--- src/rtl/packet_xor_decode_checksum_core_assert.svh ---
// Assertion macros shared by the packet XOR decoder RTL.
// Depends on nothing; included by the modules that carry assertions.
`ifndef PACKET_XOR_DECODE_CHECKSUM_CORE_ASSERT_SVH
`define PACKET_XOR_DECODE_CHECKSUM_CORE_ASSERT_SVH

// The consequent must hold in the same cycle as the antecedent.
`define PXD_ASSERT_SAME(name, clk, rstn, ante, cons, msg) \
  name: assert property (@(posedge clk) disable iff (!rstn) (ante) |-> (cons)) \
    else $error(msg);

// The consequent must hold in the cycle after the antecedent.
`define PXD_ASSERT_NEXT(name, clk, rstn, ante, cons, msg) \
  name: assert property (@(posedge clk) disable iff (!rstn) (ante) |=> (cons)) \
    else $error(msg);

`endif

--- src/rtl/pxd_pkg.sv ---
// Package for the packet XOR decoder: item structs shared by the datapath
// and the top level. Depends on nothing.
package pxd_pkg;

  localparam int unsigned ByteW = 8;

  // One received byte with its framing flags.
  typedef struct packed {
    logic             last_byte;
    logic             first_byte;
    logic [ByteW-1:0] random_key;
    logic [ByteW-1:0] cipher_byte;
  } in_item_t;

  // One decoded byte with its status flags.
  typedef struct packed {
    logic             packet_end;
    logic             checksum_ok;
    logic             is_checksum;
    logic [ByteW-1:0] plain_byte;
  } out_item_t;

endpackage

--- src/rtl/pxd_decode.sv ---
// Chained two-stage XOR decode and running checksum for one byte per cycle while step_i is high.
// Depends on pxd_pkg for the item structs.
module pxd_decode
  import pxd_pkg::*;
(
  input  logic             clk_i,
  input  logic             rst_ni,
  input  logic             step_i,
  input  in_item_t         item_i,
  input  logic [ByteW-1:0] static_key_i,
  output out_item_t        result_o
);

  logic [ByteW-1:0] prev_cipher_q, prev_cipher_d;
  logic [ByteW-1:0] prev_plain_q, prev_plain_d;
  logic [ByteW-1:0] position_q, position_d;
  logic [ByteW-1:0] held_checksum_q, held_checksum_d;
  logic [ByteW-1:0] payload_sum_q, payload_sum_d;

  logic [ByteW-1:0] base_cipher;
  logic [ByteW-1:0] base_plain;
  logic [ByteW-1:0] base_sum;
  logic [ByteW-1:0] mid_byte;
  logic [ByteW-1:0] out_byte;

  // A packet start restarts the chain and the sum before this byte is decoded.
  always_comb begin
    base_cipher = item_i.first_byte ? '0 : prev_cipher_q;
    base_plain  = item_i.first_byte ? '0 : prev_plain_q;
    base_sum    = item_i.first_byte ? '0 : payload_sum_q;
    position_d  = (item_i.first_byte ? '0 : position_q) + ByteW'(1);

    mid_byte = item_i.cipher_byte ^ (base_cipher + static_key_i + position_d);
    out_byte = mid_byte ^ (base_plain + item_i.random_key + position_d);

    prev_cipher_d   = item_i.cipher_byte;
    prev_plain_d    = mid_byte;
    held_checksum_d = item_i.first_byte ? out_byte : held_checksum_q;
    payload_sum_d   = item_i.first_byte ? base_sum : base_sum + out_byte;

    result_o.plain_byte  = out_byte;
    result_o.is_checksum = item_i.first_byte;
    result_o.checksum_ok = item_i.last_byte && (payload_sum_d == held_checksum_d);
    result_o.packet_end  = item_i.last_byte;
  end

  // Chain state advances once per decoded byte.
  always_ff @(posedge clk_i or negedge rst_ni) begin
    if (!rst_ni) begin
      prev_cipher_q   <= '0;
      prev_plain_q    <= '0;
      position_q      <= '0;
      held_checksum_q <= '0;
      payload_sum_q   <= '0;
    end else if (step_i) begin
      prev_cipher_q   <= prev_cipher_d;
      prev_plain_q    <= prev_plain_d;
      position_q      <= position_d;
      held_checksum_q <= held_checksum_d;
      payload_sum_q   <= payload_sum_d;
    end
  end

endmodule

--- src/rtl/packet_xor_decode_checksum_core.sv ---
// Top level of the packet XOR decoder with sum checksum.
// Depends on pxd_pkg, pxd_decode and packet_xor_decode_checksum_core_assert.svh.
//
// Usage:
//   The slave stream carries one received packet byte per transaction: the
//   checksum byte first (tuser high), then the payload, the final byte with
//   tlast high. The master stream returns one decoded byte per transaction;
//   tuser[0] marks the checksum byte, tuser[1] reports a matching checksum on
//   the final byte, and tlast copies the input tlast.
//   The static key is written through cfg_we_i / cfg_wdata_i; the user must write it
//   only while no bytes are in flight, as the block does not enforce it; it resets to zero.
//   An accepted input transaction is captured in the input register, decoded, and
//   captured in the result register, which drives the output transaction: one input
//   register and one result register, with the decode between them.
//   Throughput is one byte per cycle while the receiver keeps m_axis_tready high;
//   the chained decode state is updated as each byte is decoded.
//   When the receiver stalls, the result register holds and the input register takes
//   one more byte if it is empty, then tready falls until the output drains.
//   Reset clears the chain state, the checksum, the key and both valid flags.
module packet_xor_decode_checksum_core
  import pxd_pkg::*;
(
  input  logic             clk_i,
  input  logic             rst_ni,
  // Configuration write port for the static key.
  input  logic             cfg_we_i,
  input  logic [ByteW-1:0] cfg_wdata_i,
  // Input stream.
  input  logic             s_axis_tvalid,
  output logic             s_axis_tready,
  input  logic [15:0]      s_axis_tdata,   // [7:0] cipher_byte, [15:8] random_key
  input  logic             s_axis_tuser,   // [0] first_byte
  input  logic             s_axis_tlast,   // last_byte
  // Output stream.
  output logic             m_axis_tvalid,
  input  logic             m_axis_tready,
  output logic [7:0]       m_axis_tdata,   // [7:0] plain_byte
  output logic [1:0]       m_axis_tuser,   // [0] is_checksum, [1] checksum_ok
  output logic             m_axis_tlast    // packet_end
);

  `include "packet_xor_decode_checksum_core_assert.svh"

  logic [ByteW-1:0] static_key_q;
  logic             in_valid_q;
  in_item_t         in_item_q;
  logic             out_valid_q;
  out_item_t        out_item_q;
  out_item_t        result;
  logic             advance;
  logic             step;

  // The pipeline moves when the result register is free or being drained.
  assign advance       = !out_valid_q || m_axis_tready;
  assign step          = advance && in_valid_q;
  assign s_axis_tready = !in_valid_q || advance;

  // Static key register.
  always_ff @(posedge clk_i or negedge rst_ni) begin
    if (!rst_ni) begin
      static_key_q <= '0;
    end else if (cfg_we_i) begin
      static_key_q <= cfg_wdata_i;
    end
  end

  // Input register.
  always_ff @(posedge clk_i or negedge rst_ni) begin
    if (!rst_ni) begin
      in_valid_q <= 1'b0;
    end else if (s_axis_tready) begin
      in_valid_q <= s_axis_tvalid;
    end
  end

  always_ff @(posedge clk_i) begin
    if (s_axis_tready && s_axis_tvalid) begin
      in_item_q.cipher_byte <= s_axis_tdata[7:0];
      in_item_q.random_key  <= s_axis_tdata[15:8];
      in_item_q.first_byte  <= s_axis_tuser;
      in_item_q.last_byte   <= s_axis_tlast;
    end
  end

  // Decode datapath and chain state.
  pxd_decode u_decode (
    .clk_i        (clk_i),
    .rst_ni       (rst_ni),
    .step_i       (step),
    .item_i       (in_item_q),
    .static_key_i (static_key_q),
    .result_o     (result)
  );

  // Result register.
  always_ff @(posedge clk_i or negedge rst_ni) begin
    if (!rst_ni) begin
      out_valid_q <= 1'b0;
    end else if (advance) begin
      out_valid_q <= in_valid_q;
    end
  end

  always_ff @(posedge clk_i) begin
    if (step) begin
      out_item_q <= result;
    end
  end

  assign m_axis_tvalid   = out_valid_q;
  assign m_axis_tdata    = out_item_q.plain_byte;
  assign m_axis_tuser[0] = out_item_q.is_checksum;
  assign m_axis_tuser[1] = out_item_q.checksum_ok;
  assign m_axis_tlast    = out_item_q.packet_end;

  // A checksum verdict is only ever reported on the final byte.
  `PXD_ASSERT_SAME(a_ok_on_last, clk_i, rst_ni, m_axis_tvalid && m_axis_tuser[1],
    m_axis_tlast, "checksum_ok raised on a byte that is not the packet end")

  // Back-pressure only when both registers are full and the output stalls.
  `PXD_ASSERT_SAME(a_ready_low_full, clk_i, rst_ni, !s_axis_tready,
    in_valid_q && out_valid_q && !m_axis_tready, "input stalled without a full pipeline")

  // A decoded start byte shows up as the checksum on the next output.
  `PXD_ASSERT_NEXT(a_start_to_checksum, clk_i, rst_ni, step && in_item_q.first_byte,
    m_axis_tvalid && m_axis_tuser[0], "packet start not reported as checksum byte")

endmodule

--- config.mk ---
export PLATFORM = sky130hd
export DESIGN_NAME = packet_xor_decode_checksum_core
export DESIGN_NICKNAME = d
export VERILOG_FILES = /design/src/rtl/pxd_pkg.sv /design/src/rtl/pxd_decode.sv /design/src/rtl/packet_xor_decode_checksum_core.sv
export VERILOG_INCLUDE_DIRS = /design/src /design/src/rtl
export SDC_FILE = /design/constraint.sdc
export NUM_CORES = 1
export LEC_CHECK = 0
export ABC_CLOCK_PERIOD_IN_PS = 11300
export BUFFER_PORTS_ARGS = -buffer_cell sky130_fd_sc_hd__buf_2
export CAP_MARGIN = 20
export CORE_MARGIN = 4
export CORE_UTILIZATION = 35
export DETAILED_ROUTE_END_ITERATION = 12
export HOLD_SLACK_MARGIN = 0.05
export PLACE_DENSITY = 0.57
export SLEW_MARGIN = 20
export SYNTH_ARGS = -nofsm -noshare
export SYNTH_HDL_FRONTEND = slang
export SYNTH_SLANG_ARGS = --single-unit
--- constraint.sdc ---
create_clock -name clk_i -period 11.3 [get_ports clk_i]
set_clock_uncertainty 0.1 [all_clocks]
set_input_delay 0.565 -clock clk_i [delete_from_list [all_inputs] [get_ports clk_i]]
set_output_delay 0.565 -clock clk_i [all_outputs]
set_load 0.1 [all_outputs]
==> flow_metrics.env, run 1 <==
export IMPL_dp_cells=584
export IMPL_place_area_mm2=0.004885
export IMPL_slowest_delay_ns=0.82
export IMPL_synth_top_family_by_area="adder cells"
export IMPL_worstMarginPinSlew_ns=0.9146
export IMPL_p_per_area_mw_per_mm2=291.9
export IMPL_routed_wl_um=8865
export IMPL_status="finished, final reports clean"
export IMPL_max_cap_violations=0
export IMPL_clockRootBuffer="clkbuf_16"
export IMPL_grt_pass1_wl_um=15060
export IMPL_syn_nets=445
export IMPL_crit_fanout=26
export IMPL_r2r_slack_ns=5.24
export IMPL_yosys_warnings=0
export IMPL_hold_path_class="primary input to async pin"
export IMPL_die_area_mm2=0.01467
export IMPL_clkSinkCount=79
export IMPL_gp_congestion=0.8189
export IMPL_holdBufCountCts=0
export IMPL_leakage_uw=0.002264
export IMPL_grt_usage=0.1338
export IMPL_antenna_found_initial=0
export IMPL_critPathKind="register to register"
export IMPL_antenna_cells=0
export IMPL_hpwl_um=6575
export IMPL_synthFlopType="dfrtp_1"
export IMPL_fmax_ghz=0.1649
export IMPL_cp_end_kind="register"
export IMPL_vias=2779
export IMPL_area_growth_pct=16.01
export IMPL_fp_dieW_um=121.1
export IMPL_synth_area_leader_cell="dfrtp_1"
export IMPL_synth_distinct_cells=51
export IMPL_final_core_utilization=0.4133
export IMPL_start_util=0.3563
export IMPL_yosysSeqAreaShare=0.4739
export IMPL_grt_overflow=0
export IMPL_ios=44
export IMPL_first_pass_iters=4
export IMPL_rsz0062_at_grt="no"
export IMPL_synth_compound_area_share=0.08941
export IMPL_synth_xor_xnor_area_share=0.09723
export IMPL_period_minus_slack_ns=6.064
export IMPL_synth_commonest_cells="50 x dfrtp_1, 31 x xnor2_1, 29 x edfxtp_1"
export IMPL_cts_resized=0
export IMPL_setup_tns_ns=0
export IMPL_fill_cells=1206
export IMPL_preCtsSetupSlack_ns=5.200
export IMPL_vias_per_cell=4.632
export IMPL_async_reset_ff_frac=0.6329
export IMPL_post_cts_buffers=0
export IMPL_finish_instance_area_mm2=0.005195
export IMPL_drive_above_1_share=0.1799
export IMPL_finalMaxSlewViolations=0
export IMPL_ant_nets=0
export IMPL_setup_ws_ns=5.236
export IMPL_hold_violations=0
export IMPL_tritoncts="done"
export IMPL_synth_edff_count=29
export IMPL_finalSetupViolCount=0
export IMPL_start_kind="register"
export IMPL_clk_path_buf_depth=2
export IMPL_synth_most_common_cell="dfrtp_1"
export IMPL_drcViolationCount=0
export IMPL_fin_cells=600
export IMPL_yosysTopAreaCellShare=0.2794
export IMPL_crit_chain="buf_4, nor2b_1, ha_1, and3_1, xor2_1, nand2b_1, fa_1, inv_1, ha_1, and2_4, a311o_1, a21oi_1, xnor2_1, xnor2_1, ha_1, inv_1, o31ai_1, a21oi_1, o311ai_1, xnor2_1, nand3_1, a2111oi_2"
export IMPL_ys_seq_elements=79
export IMPL_wire_per_inst_um=14.78
export IMPL_coreArea_mm2=0.01257
export IMPL_fin_nets=491
export IMPL_insertion_delay_ns=0.34
export IMPL_cts_made_buffers=9
export IMPL_final_period_utilization=0.5367
export IMPL_netlist_instances=377
export IMPL_avgSynthCellArea_um2=11.88
export IMPL_crit_path_top_delay_cell="edfxtp_1"
export IMPL_synth_area_leaders="dfrtp_1 28%, edfxtp_1 19%, fa_1 7.6%"
export IMPL_yosys_mux_area_fraction=0.06482
export IMPL_dr_first_iter_drc_count=76
export IMPL_slew_limit_headroom=0.3903
export IMPL_synth_adder_area_share=0.1319
export IMPL_cp_required_ns=11.34
export IMPL_ctsHtreeMaxLevel=3
export IMPL_max_vdd_ir_drop_mv=0.08199
export IMPL_synth_simple_gate_area_frac=0.1098
export IMPL_io_buffers=43
export IMPL_row_count=41
export IMPL_path_clk_slew_ns=0.06
export IMPL_synth_cell_area_mm2=0.004478
export IMPL_die_y_um=121.1
export IMPL_arrival_ns=6.11
export IMPL_grt_pass1_vias=3034
export IMPL_grt_start_max_net_pins=51
-- final cells by class --
cell class	instances	area, µm²	share of cell area
multi-input cells	259	2208	0.4251
flip-flops and latches	79	2122	0.4085
clock buffers	13	270.3	0.05202
repair buffers	45	230.2	0.04432
well taps	172	215.2	0.04143
inverters	29	108.9	0.02095
clock inverters	3	40.04	0.007707
-- critical path, delay by kind of cell, from the launching register on --
family	cells	cell delay, ns
fa+ha+maj	4	1.46
compound gates	6	1.27
xor+xnor	4	0.88
flops	1	0.82
simple gates	5	0.76
buf+inv	3	0.55
-- final timing paths --
kind	from	endpoint	cells past startpoint
min in group clk_i	s_axis_tdata[4]	in_item_q[4]	1
max in group asynchronous	rst_ni	u_decode.held_checksum_q[4]	2
max reg2reg	in_item_q[16]	m_axis_tuser[1]	22
max	in_item_q[16]	m_axis_tuser[1]	22
min	rst_ni	static_key_q[2]	2
min reg2reg	u_decode.prev_plain_q[5]	u_decode.prev_plain_q[5]	2
-- power breakdown --
part | switching [µW] | leakage [µW] | total [µW] | internal, µW
Combinational | 488 | 0.00122 | 796 | 308
Sequential | 37.0 | 0.000892 | 423 | 385
Clock | 110 | 0.000156 | 298 | 188
-- kinds of logic after synthesis --
family | count (synthesis)
flops | 79
mux | 26
fa+ha+maj | 37
xor+xnor | 47
compound gates | 56
simple gates | 93
buf+inv | 39
-- per-layer routing --
| layer | share of wire | vias up | track usage |
|---|---|---|---|
| li1 | - | 1388 | - |
| met1 | 0.45 | 1333 | 0.1658 |
| met2 | 0.49 | 44 | 0.2216 |
| met3 | 0.030 | 14 | 0.02890 |
| met4 | 0.027 | 0 | 0.06445 |
| met5 | 0 | - | 0 |
-- placed cells by master (no fill, tap or decap), types with 14 or more instances in the layout --
cell      netlist  final
dfrtp_1        50     50
buf_2           1     43
xnor2_1        31     31
edfxtp_1       29     29
inv_1          27     27
nand2_1        26     26
nor2b_1        21     21
ha_1           20     20
fa_1           17     17
nand2b_1       16     16
mux2_1         15     15
xor2_1         14     14
-- through the flow --
step           power, µW  hold WS (ns)
6_report            1517        0.2610
5_1_grt             1639        0.2854
4_1_cts             1534        0.2879
3_5_place_dp        1231        0.3594
3_3_place_gp        1217        0.3540
2_1_floorplan       1073        0.1694
-- state kept, by name, summed over array words and instances, names as in the netlist --
name,cells
u_decode.prev_cipher_q,8
in_valid_q,1
u_decode.prev_plain_q,8
m_axis_tlast,1
u_decode.position_q,8
in_item_q,18
u_decode.held_checksum_q,8
m_axis_tvalid,1
m_axis_tuser,2
m_axis_tdata,8
u_decode.payload_sum_q,8
static_key_q,8
(Power assumes the default switching activity.)
==> inputs of run 2 (changes only) <==
--- a/config.mk
+++ b/config.mk
@@ -6,7 +6,7 @@
 export SDC_FILE = /design/constraint.sdc
 export NUM_CORES = 1
 export LEC_CHECK = 0
-export ABC_CLOCK_PERIOD_IN_PS = 11300
+export ABC_CLOCK_PERIOD_IN_PS = 6300
 export BUFFER_PORTS_ARGS = -buffer_cell sky130_fd_sc_hd__buf_2
 export CAP_MARGIN = 20
 export CORE_MARGIN = 4
==> constraint.sdc (replaced) <==
create_clock -name clk_i -period 6.3 [get_ports clk_i]
set_clock_uncertainty 0.1 [all_clocks]
set_input_delay 0.315 -clock clk_i [delete_from_list [all_inputs] [get_ports clk_i]]
set_output_delay 0.315 -clock clk_i [all_outputs]
set_load 0.1 [all_outputs]
==> run 2 against run 1 <==
Against the previous run:
- first-iteration DRC count fell by 11%
- critical path type unchanged
- routed wire length shrank 1.7%
- global-route usage down 0.17 points
- worst hold slack got worse by 0.20 ns
- flip-flop and latch count did not move
- clock-buffer cell count unchanged
- cell area up 3.4%
==> flow_metrics.env, run 2 (synthesized netlist as in run 1, its figures left out) <==
export IMPL_status="finished, final reports clean"
export IMPL_routed_wl_um=8710
export IMPL_ios=44
export IMPL_tritoncts="done"
export IMPL_io_buffers=43
export IMPL_grt_usage=0.1321
export IMPL_top_usage_layer="met2"
export IMPL_finalMaxSlewViolations=0
export IMPL_use_met3=0.02284
export IMPL_rsz0062_at_grt="no"
export IMPL_p_per_area_mw_per_mm2=508.8
export IMPL_path_clk_slew_ns=0.06
export IMPL_finalSetupViolCount=0
export IMPL_clkSinkCount=79
export IMPL_grt_pass1_vias=3056
export IMPL_cts_made_buffers=9
export IMPL_cp_end_kind="register"
export IMPL_clockRootBuffer="clkbuf_16"
export IMPL_top_register="in_item_q"
export IMPL_wire_per_inst_um=14.09
export IMPL_cp_required_ns=6.33
export IMPL_start_util=0.3563
export IMPL_period_minus_slack_ns=5.477
export IMPL_worstMarginPinSlew_ns=0.8976
export IMPL_dr_first_iter_drc_count=68
export IMPL_vias=2829
export IMPL_insertion_delay_ns=0.33
export IMPL_antenna_found_initial=0
export IMPL_grt_start_max_net_pins=51
export IMPL_row_count=41
export IMPL_final_core_utilization=0.4275
export IMPL_preCtsSetupSlack_ns=0.8396
export IMPL_ctsHtreeMaxLevel=3
export IMPL_fin_hold_ws_ns=0.06430
export IMPL_first_pass_iters=4
export IMPL_final_period_utilization=0.8694
export IMPL_grt_overflow=0
export IMPL_hpwl_um=6334
export IMPL_fmax_ghz=0.1826
export IMPL_gp_congestion=0.7612
export IMPL_drive_above_1_share=0.1749
export IMPL_coreArea_mm2=0.01257
export IMPL_setup_ws_ns=0.8231
export IMPL_die_area_mm2=0.01467
export IMPL_area_growth_pct=19.98
export IMPL_grt_pass1_wl_um=14850
export IMPL_die_y_um=121.1
export IMPL_start_kind="register"
export IMPL_use_met1=0.1584
export IMPL_critPathKind="register to register"
export IMPL_drcViolationCount=0
export IMPL_clk_path_buf_depth=2
export IMPL_largest_reg_flops=18
export IMPL_antenna_cells=0
export IMPL_slew_limit_headroom=0.4016
export IMPL_hold_violations=0
export IMPL_arrival_ns=5.50
export IMPL_setup_tns_ns=0
export IMPL_mostFrequentLayoutCell="dfrtp_1"
export IMPL_max_vdd_ir_drop_mv=0.1558
export IMPL_vias_per_cell=4.578
export IMPL_ant_nets=0
export IMPL_leakage_uw=0.002340
export IMPL_grt_use_met2=0.2188
export IMPL_hold_path_class="primary input to register"
export IMPL_fp_dieW_um=121.1
export IMPL_cts_resized=0
export IMPL_max_cap_violations=0
export IMPL_crit_fanout=4
export IMPL_fin_nets=509
export IMPL_mostFrequentLayoutCells="50 x dfrtp_1, 43 x buf_2, 31 x xnor2_1, 29 x edfxtp_1, 27 x inv_1"
export IMPL_dp_cells=585
export IMPL_fin_cells=618
export IMPL_post_cts_buffers=0
-- run 2: final timing paths --
kind	end	depth (start not counted)	slack, ns	startpoint
worst max-delay path	m_axis_tuser[1]	21	0.82	in_item_q[16]
worst min-delay path	in_item_q[17]	1	0.06	s_axis_tlast
worst max register to register	m_axis_tuser[1]	21	0.82	in_item_q[16]
worst min register to register	u_decode.payload_sum_q[5]	2	0.37	u_decode.payload_sum_q[5]
max in group asynchronous	u_decode.held_checksum_q[4]	3	5.11	rst_ni
min in group asynchronous	static_key_q[0]	3	0.54	rst_ni
-- run 2: report_power, final --
part           internal [µW]  total [µW]  switching [µW]  leakage, µW
clock                    338         532             194     0.000156
combinational            558        1450             890      0.00129
sequential               692         754            62.1     0.000892
total                   1590        2730            1150      0.00234
-- run 2: through the flow --
stage | cell area (µm²) | total power (µW)
after floorplan | 4478 | 1925
after global placement | 4892 | 2173
after detailed placement | 4892 | 2211
after CTS | 5373 | 2763
after global routing | 5373 | 2933
final | 5373 | 2734
-- run 2: per-layer routing --
layer / share of wire / vias up / wire length (µm)
li1: - / 1421 / -
met1: 0.45 / 1329 / 3911
met2: 0.48 / 55 / 4205
met3: 0.030 / 24 / 263
met4: 0.038 / 0 / 330
met5: 0 / - / 0
-- run 2: cell type report --
cell class,count,area (µm²)
fill,1192,7196
multi-input combinational,259,2208
sequential,79,2122
timing repair buffer,63,407.9
clock buffer,13,270.3
tap,172,215.2
inverter,29,108.9
clock inverter,3,40.04
-- run 2: timing repair --
action	in CTS	in global routing
hold buffers	17	0
setup endpoints to repair	0	0
endpoints found under the hold margin	66	0
-- run 2: worst max-delay path: stages (launching register included) --
cell	delay, ns
edfxtp_1	0.43
nor2b_1	0.25
ha_1	0.23
and3_1	0.20
xor2_1	0.15
nand2b_1	0.15
fa_1	0.53
inv_1	0.04
ha_1	0.34
and2_4	0.16
a311o_1	0.31
a21oi_1	0.18
xnor2_1	0.13
xnor2_1	0.50
ha_1	0.37
inv_1	0.11
o31ai_1	0.09
a21oi_1	0.14
o311ai_1	0.16
xnor2_1	0.18
nand3_1	0.11
a2111oi_2	0.42
==> inputs of run 3 (changes only) <==
--- a/config.mk
+++ b/config.mk
@@ -14,6 +14,7 @@
 export DETAILED_ROUTE_END_ITERATION = 12
 export HOLD_SLACK_MARGIN = 0.05
 export PLACE_DENSITY = 0.57
+export RECOVER_POWER = 50
 export SLEW_MARGIN = 20
 export SYNTH_ARGS = -nofsm -noshare
 export SYNTH_HDL_FRONTEND = slang
==> run 3 against run 2 <==
Against the previous run:
- the flow now finishes with violations (capacitance limit, slew limit)
- non-clock buffer count unchanged
- power is 0.11% lower
- clock-buffer cell count unchanged
- largest power group unchanged
- die area stayed put
- combinational power is essentially flat
- register-to-register slack barely moved
- fmax barely moved
- critical path depth stayed put
- final cell count did not move
- critical endpoint unchanged
- clock power barely moved
- flip-flop and latch count is the same
- sequential power is essentially flat
==> flow_metrics.env, run 3 (synthesized netlist as in run 1, its figures left out) <==
export IMPL_hold_path_class="primary input to register"
export IMPL_failed_checks="capacitance limit, slew limit"
export IMPL_cts_made_buffers=9
export IMPL_tritoncts="done"
export IMPL_io_buffers=43
export IMPL_gp_congestion=0.7612
export IMPL_routed_top_layer="met4"
export IMPL_grt_pass1_wl_um=14850
export IMPL_clkSinkCount=79
export IMPL_ctsHtreeMaxLevel=3
export IMPL_finalSetupViolCount=0
export IMPL_drcViolationCount=0
export IMPL_largest_reg_flops=18
export IMPL_endpoint="m_axis_tuser[1]"
export IMPL_antenna_cells=0
export IMPL_met3_length_um=249
export IMPL_die_area_mm2=0.01467
export IMPL_r2r_slack_ns=0.82
export IMPL_r2r_end="m_axis_tuser[1]"
export IMPL_critPathKind="register to register"
export IMPL_grt_overflow=0
export IMPL_max_cap_violations=1
export IMPL_dr_first_iter_drc_count=68
export IMPL_fp_dieW_um=121.1
export IMPL_vias=2836
export IMPL_path_clk_slew_ns=0.06
export IMPL_grt_pass1_vias=3056
export IMPL_cp_required_ns=6.33
export IMPL_max_vdd_ir_drop_mv=0.1559
export IMPL_fin_nets=509
export IMPL_setup_tns_ns=0
export IMPL_cts_resized=0
export IMPL_start_util=0.3563
export IMPL_clk_path_buf_depth=2
export IMPL_coreArea_mm2=0.01257
export IMPL_routed_wl_um=8737
export IMPL_fill_cells=1192
export IMPL_hpwl_um=6334
export IMPL_leakage_uw=0.002320
export IMPL_cp_end_kind="register"
export IMPL_ios=44
export IMPL_setup_worst_path_start="in_item_q[16]"
export IMPL_mostFrequentLayoutCells="50 x dfrtp_1, 37 x buf_2, 31 x xnor2_1, 29 x edfxtp_1, 27 x inv_1"
export IMPL_final_period_utilization=0.8693
export IMPL_worstMarginPinSlew_ns=2.847
export IMPL_clockRootBuffer="clkbuf_16"
export IMPL_antenna_found_initial=0
export IMPL_hold_violations=0
export IMPL_reg2regPathDepth=21
export IMPL_arrival_ns=5.50
export IMPL_fmax_ghz=0.1826
export IMPL_area_growth_pct=19.73
export IMPL_mostFrequentLayoutCell="dfrtp_1"
export IMPL_slew_limit_headroom=-0.8980
export IMPL_wl_met1_um=3964
export IMPL_die_y_um=121.1
export IMPL_p_per_area_mw_per_mm2=509.3
export IMPL_grt_start_max_net_pins=51
export IMPL_grt_usage=0.1321
export IMPL_r2r_start="in_item_q[16]"
export IMPL_ant_nets=0
export IMPL_crit_fanout=4
export IMPL_finalMaxSlewViolations=51
export IMPL_first_pass_iters=4
export IMPL_period_minus_slack_ns=5.477
export IMPL_setup_ws_ns=0.8232
export IMPL_vias_per_cell=4.589
export IMPL_wire_per_inst_um=14.14
export IMPL_start_kind="register"
export IMPL_wl_met2_um=4130
export IMPL_status="finished, violations left"
export IMPL_drive_above_1_share=0.1592
export IMPL_top_register="in_item_q"
export IMPL_preCtsSetupSlack_ns=0.8396
export IMPL_insertion_delay_ns=0.33
export IMPL_row_count=41
export IMPL_rsz0062_at_grt="no"
==> run 3: report_power, final <==
| group | leakage, µW | internal, µW | total (µW) | switching, µW |
|---|---|---|---|---|
| logic | 0.00127 | 554 | 1440 | 890 |
| clock network | 0.000156 | 338 | 531 | 193 |
| registers | 0.000892 | 692 | 754 | 62.7 |
| total | 0.00232 | 1580 | 2730 | 1150 |
==> run 3: worst min path at each step <==
stage,startpoint,end,depth (start not counted)
6_report,s_axis_tlast,in_item_q[17],1
5_1_grt,s_axis_tlast,in_item_q[17],1
4_1_cts,s_axis_tlast,in_item_q[17],1
3_5_place_dp,u_decode.payload_sum_q[5],u_decode.payload_sum_q[5],2
3_3_place_gp,u_decode.payload_sum_q[2],u_decode.payload_sum_q[2],2
2_1_floorplan,rst_ni,in_valid_q,0
==> run 3: what timing repair did <==
action                    4_1_cts  5_1_grt
hold buffers                   17        0
hold endpoints to repair       66        0
setup buffers                   0        0
==> run 3: metrics by stage <==
step                      power, µW  cells  utilization  area [µm²]  hold slack (ns)
final                          2730    618       0.4266        5361          0.06421
after global routing           2930    618       0.4266        5361          0.05184
after CTS                      2763    618       0.4275        5373          0.05012
after detailed placement       2211    585       0.3892        4892           0.3648
after global placement         2173    585       0.3892        4892           0.3547
after floorplan                1925    377            -        4478         -0.08059
==> run 3: area by class of cell <==
class | count | area (µm²) | share of cell area
timing repair buffer | 63 | 396.6 | 0.07398
inverter | 29 | 108.9 | 0.02030
clock buffer | 13 | 270.3 | 0.05041
sequential | 79 | 2122 | 0.3958
tap | 172 | 215.2 | 0.04014
clock inverter | 3 | 40.04 | 0.007468
multi-input combinational | 259 | 2208 | 0.4119
==> run 3: worst max-delay path, cell delays in order, from the launching register on <==
cell	delay (ns)
edfxtp_1	0.43
nor2b_1	0.25
ha_1	0.23
and3_1	0.20
xor2_1	0.15
nand2b_1	0.15
fa_1	0.53
inv_1	0.04
ha_1	0.34
and2_4	0.16
a311o_1	0.31
a21oi_1	0.18
xnor2_1	0.13
xnor2_1	0.50
ha_1	0.37
inv_1	0.11
o31ai_1	0.09
a21oi_1	0.14
o311ai_1	0.16
xnor2_1	0.18
nand3_1	0.11
a2111oi_2	0.42
==> run 3: per-layer routing <==
| metal | track usage | up-vias |
|---|---|---|
| met2 | 0.2188 | 57 |
| li1 | - | 1421 |
| met5 | 0 | - |
| met3 | 0.02284 | 26 |
| met1 | 0.1584 | 1332 |
| met4 | 0.08499 | 0 |
